$ cat src/rtl/dcpma_pkg.sv
// shared types and constants for the dual-channel pressure moving average
package dcpma_pkg;

   // pressure sample width after the status bits are dropped
   localparam int PRESS_W = 14;

   // sensor frame byte masks
   localparam logic [7:0] STATUS_MASK   = 8'b1100_0000;
   localparam logic [7:0] PRESS_HI_MASK = 8'b0011_1111;

   // request kinds carried on tuser
   localparam logic ACTION_SAMPLE = 1'b0;
   localparam logic ACTION_CLEAR  = 1'b1;

   // register select bit of the csr address (byte address 4 * index)
   localparam logic REG_ENABLE = 1'b0;

   // one ring entry for each of the two channels
   typedef logic [1:0][PRESS_W-1:0] press_pair_type;

   // control broadcast to every cell of the ring
   typedef struct packed {
      logic shift;
      logic chan;
      logic clear;
   } cell_ctrl_type;

endpackage

$ cat src/rtl/dcpma_cell.sv
// one ring cell: holds a sample of each channel and passes it down the row
module dcpma_cell
   import dcpma_pkg::*;
(
   input  logic           clock,
   input  logic           reset,
   input  cell_ctrl_type  ctrl,
   input  press_pair_type data_in,
   output press_pair_type data_out
);

   press_pair_type entry_ff;
   press_pair_type entry_in;

   // clear wins, otherwise shift the selected channel's lane
   always_comb begin
      entry_in = entry_ff;
      if (ctrl.clear) begin
         entry_in = '0;
      end else if (ctrl.shift) begin
         entry_in[ctrl.chan] = data_in[ctrl.chan];
      end
   end

   always_ff @(posedge clock) begin
      if (reset) begin
         entry_ff <= '0;
      end else begin
         entry_ff <= entry_in;
      end
   end

   assign data_out = entry_ff;

endmodule

$ cat src/rtl/dual_channel_pressure_moving_average.sv
// top level: sample ring of cells, running sums and average output stage
//
//   channel  | direction | handshake          | payload
//   req_     | in        | tvalid / tready    | tdata: high_byte, low_byte; tuser: action
//   rsp_     | out       | tvalid / tready    | tdata: print/refuel averages; tuser: flags
//   csr_     | in/out    | psel/penable/pready| enable register at byte address 0
//
// one request per cycle while responses are taken; each request gives one response,
// registered after the ring shift and sum update, then the reciprocal multiply for the average
// a stalled response holds the average stage, and the request side stalls behind it
// synchronous active-high reset empties the ring, sums, averages and both stages
module dual_channel_pressure_moving_average
   import dcpma_pkg::*;
#(
   parameter int WINDOW_LEN = 8
)
(
   input  logic        clock,
   input  logic        reset,
   // request channel
   input  logic        req_tvalid,
   output logic        req_tready,
   input  logic [15:0] req_tdata,   // [7:0] high_byte, [15:8] low_byte
   input  logic        req_tuser,   // [0] action
   // response channel
   output logic        rsp_tvalid,
   input  logic        rsp_tready,
   output logic [31:0] rsp_tdata,   // [13:0] print_average, [27:14] refuel_average, rest zero
   output logic [1:0]  rsp_tuser,   // [0] updated_channel, [1] accepted
   // configuration port
   input  logic        csr_psel,
   input  logic        csr_penable,
   input  logic        csr_pwrite,
   input  logic [2:0]  csr_paddr,
   input  logic [31:0] csr_pwdata,
   output logic [31:0] csr_prdata,
   output logic        csr_pready
);

   localparam int SUM_W       = PRESS_W + $clog2(WINDOW_LEN);
   localparam int RECIP_SHIFT = SUM_W + $clog2(WINDOW_LEN);
   localparam int RECIP_W     = SUM_W + 1;
   localparam int PROD_W      = SUM_W + RECIP_W;
   localparam logic [RECIP_W-1:0] RECIP = RECIP_W'(
      ((64'd1 << RECIP_SHIFT) + 64'(WINDOW_LEN) - 64'd1) / 64'(WINDOW_LEN));

   // configuration
   logic enable_ff, enable_in;
   logic csr_write;

   // request fields
   logic               req_action;
   logic [7:0]         req_high_byte;
   logic [7:0]         req_low_byte;
   logic [PRESS_W-1:0] sample;
   logic               req_accept;
   logic               do_sample;
   logic               do_clear;

   // ring and sums
   cell_ctrl_type      ctrl;
   press_pair_type     chain [WINDOW_LEN+1];
   logic [PRESS_W-1:0] oldest;
   logic [SUM_W-1:0]   sum_ff [2];
   logic [SUM_W-1:0]   sum_in [2];
   logic               active_ff, active_in;

   // sum stage
   logic a_vld_ff, a_vld_in;
   logic a_chan_ff, a_chan_in;
   logic a_took_ff, a_took_in;
   logic a_clear_ff, a_clear_in;

   // average stage
   logic               b_load;
   logic [PROD_W-1:0]  product;
   logic [PRESS_W-1:0] quot;
   logic [PRESS_W-1:0] avg_ff [2];
   logic [PRESS_W-1:0] avg_in [2];

   // response register
   logic               rsp_valid_ff, rsp_valid_in;
   logic [PRESS_W-1:0] rsp_print_ff, rsp_print_in;
   logic [PRESS_W-1:0] rsp_refuel_ff, rsp_refuel_in;
   logic               rsp_chan_ff, rsp_chan_in;
   logic               rsp_took_ff, rsp_took_in;

   // csr port
   assign csr_pready = 1'b1;
   assign csr_write  = csr_psel && csr_penable && csr_pwrite && csr_pready;
   assign csr_prdata = (csr_paddr[2] == REG_ENABLE) ? {31'd0, enable_ff} : 32'd0;

   always_comb begin
      enable_in = enable_ff;
      if (csr_write && csr_paddr[2] == REG_ENABLE) begin
         enable_in = csr_pwdata[0];
      end
   end

   // request decode
   assign req_action    = req_tuser;
   assign req_high_byte = req_tdata[7:0];
   assign req_low_byte  = req_tdata[15:8];
   assign sample        = {req_high_byte[5:0] & PRESS_HI_MASK[5:0], req_low_byte};
   assign req_tready    = !a_vld_ff || b_load;
   assign req_accept    = req_tvalid && req_tready;
   assign do_clear      = req_accept && (req_action == ACTION_CLEAR);
   assign do_sample     = req_accept && (req_action == ACTION_SAMPLE) && enable_ff;

   // ring of cells, newest sample enters cell 0
   assign ctrl.shift = do_sample;
   assign ctrl.chan  = active_ff;
   assign ctrl.clear = do_clear;
   assign chain[0]   = {sample, sample};

   for (genvar i = 0; i < WINDOW_LEN; i++) begin : g_cell
      dcpma_cell u_cell (
         .clock    (clock),
         .reset    (reset),
         .ctrl     (ctrl),
         .data_in  (chain[i]),
         .data_out (chain[i+1])
      );
   end

   assign oldest = chain[WINDOW_LEN][active_ff];

   // running sums and channel toggle
   always_comb begin
      sum_in[0] = sum_ff[0];
      sum_in[1] = sum_ff[1];
      active_in = active_ff;
      if (do_clear) begin
         sum_in[0] = '0;
         sum_in[1] = '0;
      end else if (do_sample) begin
         sum_in[active_ff] = sum_ff[active_ff] - SUM_W'(oldest) + SUM_W'(sample);
         active_in         = !active_ff;
      end
   end

   // sum stage hand-off
   always_comb begin
      a_vld_in   = a_vld_ff;
      a_chan_in  = a_chan_ff;
      a_took_in  = a_took_ff;
      a_clear_in = a_clear_ff;
      if (req_accept) begin
         a_vld_in   = 1'b1;
         a_chan_in  = do_sample ? active_ff : 1'b0;
         a_took_in  = do_sample;
         a_clear_in = do_clear;
      end else if (b_load) begin
         a_vld_in = 1'b0;
      end
   end

   // average by reciprocal multiply, exact for every sum in range
   assign b_load  = a_vld_ff && (!rsp_valid_ff || rsp_tready);
   assign product = PROD_W'(sum_ff[a_chan_ff]) * PROD_W'(RECIP);
   assign quot    = product[RECIP_SHIFT +: PRESS_W];

   always_comb begin
      avg_in[0] = avg_ff[0];
      avg_in[1] = avg_ff[1];
      if (b_load) begin
         if (a_clear_ff) begin
            avg_in[0] = '0;
            avg_in[1] = '0;
         end else if (a_took_ff) begin
            avg_in[a_chan_ff] = quot;
         end
      end
   end

   // response register
   always_comb begin
      rsp_valid_in  = rsp_valid_ff;
      rsp_print_in  = rsp_print_ff;
      rsp_refuel_in = rsp_refuel_ff;
      rsp_chan_in   = rsp_chan_ff;
      rsp_took_in   = rsp_took_ff;
      if (b_load) begin
         rsp_valid_in  = 1'b1;
         rsp_print_in  = avg_in[0];
         rsp_refuel_in = avg_in[1];
         rsp_chan_in   = a_chan_ff;
         rsp_took_in   = a_took_ff;
      end else if (rsp_tready) begin
         rsp_valid_in = 1'b0;
      end
   end

   always_ff @(posedge clock) begin
      if (reset) begin
         enable_ff    <= 1'b0;
         active_ff    <= 1'b0;
         sum_ff[0]    <= '0;
         sum_ff[1]    <= '0;
         avg_ff[0]    <= '0;
         avg_ff[1]    <= '0;
         a_vld_ff     <= 1'b0;
         rsp_valid_ff <= 1'b0;
      end else begin
         enable_ff    <= enable_in;
         active_ff    <= active_in;
         sum_ff[0]    <= sum_in[0];
         sum_ff[1]    <= sum_in[1];
         avg_ff[0]    <= avg_in[0];
         avg_ff[1]    <= avg_in[1];
         a_vld_ff     <= a_vld_in;
         rsp_valid_ff <= rsp_valid_in;
      end
   end

   // payload registers
   always_ff @(posedge clock) begin
      a_chan_ff     <= a_chan_in;
      a_took_ff     <= a_took_in;
      a_clear_ff    <= a_clear_in;
      rsp_print_ff  <= rsp_print_in;
      rsp_refuel_ff <= rsp_refuel_in;
      rsp_chan_ff   <= rsp_chan_in;
      rsp_took_ff   <= rsp_took_in;
   end

   assign rsp_tvalid = rsp_valid_ff;
   assign rsp_tdata  = {4'd0, rsp_refuel_ff, rsp_print_ff};
   assign rsp_tuser  = {rsp_took_ff, rsp_chan_ff};

endmodule
$ cat config.mk
export PLATFORM = sky130hd
export DESIGN_NAME = dual_channel_pressure_moving_average
export DESIGN_NICKNAME = d
export VERILOG_FILES = /design/src/rtl/dcpma_pkg.sv /design/src/rtl/dcpma_cell.sv /design/src/rtl/dual_channel_pressure_moving_average.sv
export SDC_FILE = /design/constraint.sdc
export NUM_CORES = 1
export LEC_CHECK = 0
export BUFFER_PORTS_ARGS = -buffer_cell sky130_fd_sc_hd__buf_2
export CELL_PAD_IN_SITES_DETAIL_PLACEMENT = 0
export CELL_PAD_IN_SITES_GLOBAL_PLACEMENT = 1
export CORE_MARGIN = 10
export CORE_UTILIZATION = 48
export DETAILED_ROUTE_END_ITERATION = 6
export GPL_ROUTABILITY_DRIVEN = 0
export PLACE_DENSITY = 0.94
export SLEW_MARGIN = 40
export SYNTH_ARGS = -nofsm -noshare
export SYNTH_HDL_FRONTEND = slang
export SYNTH_SLANG_ARGS = --single-unit
export TNS_END_PERCENT = 100
$ cat constraint.sdc
create_clock -name clock -period 10.8 [get_ports clock]
set_input_delay 0.54 -clock clock [delete_from_list [all_inputs] [get_ports clock]]
set_output_delay 0.54 -clock clock [all_outputs]
set_load 0.05 [all_outputs]
==> impl_metrics.yaml <==
sta:
  rsz0062_at_grt: "no"
  fin_tns_setup_ns: 0
  max_freq_mhz: 285.9
  finalMaxSlewViolations: 0
  fin_crit_ns: 3.497
  min_period_over_period_pct: 32.38
  setup_viol: 0
  finalWorstSetupSlack_ns: 7.303
  tightest_slew_ns: 0.8135
  clock-skew-final_ns: 0.01149
  max_slew_margin_pct: 45.77
  whs_ns: 0.2381
  hold_viol: 0
detailed_routing:
  detail_route.wl_per_cell_um: 13.29
  via_count: 9599
  firstDrtPassIters: 5
  totalWireLength_um: 25220
  drtIter0Drc: 638
  ant_nets: 0
  via_per_inst: 5.057
  drcViolationCount: 0
place:
  place_area_mm2: 0.01341
  dp_cells: 1840
  numPortBuffers: 56
  post-place-ws_ns: 7.311
  place_hpwl_um: 15500
worst_setup_path:
  startpoint_type: "flip-flop"
  worstReg2RegStart: "active_ff"
  worstPathArrival_ns: 3.99
  end_kind: "flip-flop"
  worstSetupPathType: "flip-flop to flip-flop"
  crit_path_max_fanout: 18
  r2r_cells: 14
  r2r_slack_ns: 7.30
  critPathRequiredTime_ns: 11.29
  reg2reg_to: "sum_ff[1][14]"
power:
  p_sw_mw: 0.5627
  clkPwrFrac_pct: 44.2
  internal-power_mw: 1.927
  peakVddDrop_mv: 0.1279
  p_total_mw: 2.490
  power_frac_comb_pct: 6.4
  swShare_pct: 22.60
  power_density_mw_per_mm2: 171.9
  p_leak_nw: 5.080
  seqPwrFrac_pct: 49.5
clocking:
  clkTransAtPathRegs_ns: 0.06
  clockBufferDepth: 3
  cts_sinks: 325
  insertion_delay_ns: 0.55
  cts.repair.resized: 0
  postCtsSetupRepairBufs: 0
  cts_max_level: 1
  cts_tree: "yes"
  cts_buffers: 31
  hold_buffers: 0
  root_buffer: "clkbuf_16"
synth:
  synthCells: 1541
  synthTopCellsByArea: "dfxtp_1, nand2_1, a21oi_1, edfxtp_1, buf_4"
  synth_ff_type: "dfxtp_1"
  synth_top_area_cell: "dfxtp_1"
  synth_top_area_share_pct: 44.11
  async_flop_share_pct: 0
  synth_warnings: 0
  synth-edff-count: 33
  syn_area_mm2: 0.01325
  avgSynthCellArea_um2: 8.599
  yosysUniqueCellTypes: 54
  ys_ff_latch: 325
  yosysSeqAreaShare_pct: 51.59
global_route:
  overflow: 0
  grt_pass1_wl_um: 42230
  grtUsageTotal_pct: 14.36
  antenna_found_initial: 0
  grt_pass1_vias: 8790
  grt_start_max_net_pins: 118
die:
  rows: 60
  die_w_um: 186.2
  dieArea_mm2: 0.03465
  ios: 128
  die_h_um: 186.2
  core-area_mm2: 0.02703
  initial_core_util_pct: 49.03
min_path:
  min_to: "enable_ff"
  min_from: "csr_pwdata[0]"
  min_path_type: "primary input to flip-flop"
  whs_path_depth: 3
layout:
  layout_commonest_cell: "nand2_1"
  stdcell_area_mm2: 0.01448
  final_cell_mix: "nand2_1, dfxtp_1, a21oi_1"
  fin_cells: 1898
  fin_util_pct: 53.59
  area_growth_pct: 9.300
  drive_gt1_share_pct: 9.762
  finalNetCount: 1623
  diodes: 0
job:
  cap_violations: 0
outcome:
  outcome: "completed"
==> cell families after synthesis <==
family | after synthesis | share of synthesized area [%]
AOI/OAI and AO/OA | 329 | 14.05
xor gates and xnor gates | 16 | 1.058
adders and majority gates | 31 | 3.720
buffers and inverters | 189 | 7.280
DFF | 325 | 51.59
muxes | 48 | 3.758
other | 2 | 0.05667
and+or+nand+nor | 601 | 18.49
==> area by class of cell <==
type                       instances  area [um^2]
inverter                          48        182.7
tap                              341        426.7
multi-input combinational       1061         5595
timing repair buffer              66        385.4
clock buffer                      49        933.4
fill                            2530        12540
clock inverter                     8        122.6
sequential                       325         6838
==> worst max-delay path by stage <==
| stage | start | end | slack [ns] | depth (start not counted) |
|---|---|---|---|---|
| final | active_ff | sum_ff[1][14] | 7.30 | 14 |
| after global routing | active_ff | sum_ff[0][14] | 7.07 | 14 |
| after global placement | active_ff | sum_ff[1][14] | 7.36 | 14 |
| after detailed placement | active_ff | sum_ff[1][14] | 7.31 | 14 |
| after floorplan | active_ff | sum_ff[0][14] | 7.19 | 15 |
| after CTS | active_ff | sum_ff[1][14] | 7.29 | 14 |
==> state kept, by name, indices dropped and copies added, names as in the netlist, 14 cells and up, named ones only <==
signal	count
avg_ff	28
sum_ff	34
rsp_refuel_ff	14
g_cell.u_cell.data_out	224
rsp_print_ff	14
==> layer usage <==
layer  global-route usage, %  vias to the layer above  share of wire (%)
li1                        -                     4964                  -
met1                   19.75                     4436                 49
met2                   22.80                      161                 44
met3                   2.678                       38                5.2
met4                   3.547                        0                1.9
met5                       0                        -                  0
==> power groups by stage <==
stage / sequential (mW) / clock, mW / combinational (mW)
2_1_floorplan: 1.27 / 0 / 0.122
3_3_place_gp: 1.26 / 0 / 0.156
3_5_place_dp: 1.26 / 0 / 0.158
4_1_cts: 1.23 / 1.13 / 0.158
5_1_grt: 1.23 / 1.17 / 0.173
6_report: 1.23 / 1.10 / 0.159
==> critical path, stage by stage (launching register included) <==
cell	delay [ns]
dfxtp_1	0.31
buf_4	0.32
mux2_2	0.39
ha_1	0.27
inv_1	0.05
ha_1	0.16
inv_1	0.07
fa_1	0.46
nand2b_1	0.20
a21oi_2	0.16
nor2_2	0.08
o31ai_4	0.32
a31oi_4	0.16
or4_1	0.42
nand3_1	0.07
==> synth_stat cells, types with 2 or more instances <==
cell / n
a22o_1: 8
buf_4: 48
inv_1: 47
mux2i_1: 34
buf_2: 39
and2_1: 2
o31ai_1: 3
a211oi_1: 29
mux2_2: 14
dfxtp_1: 292
nand3_1: 8
a31oi_1: 3
nor2_1: 46
a21o_1: 7
nand2_1: 491
fa_1: 14
a21oi_2: 2
xnor2_1: 9
ha_1: 17
conb_1: 2
nor2_2: 2
clkbuf_1: 43
o21ai_0: 4
buf_1: 7
o21bai_1: 3
o22a_1: 2
nand4_1: 5
o21ai_1: 3
edfxtp_1: 33
a21oi_1: 258
xor2_1: 7
nand2_2: 3
nand2b_1: 4
or4_1: 2
buf_6: 3
nor2b_1: 29
Power figures use the tool's default switching activity.
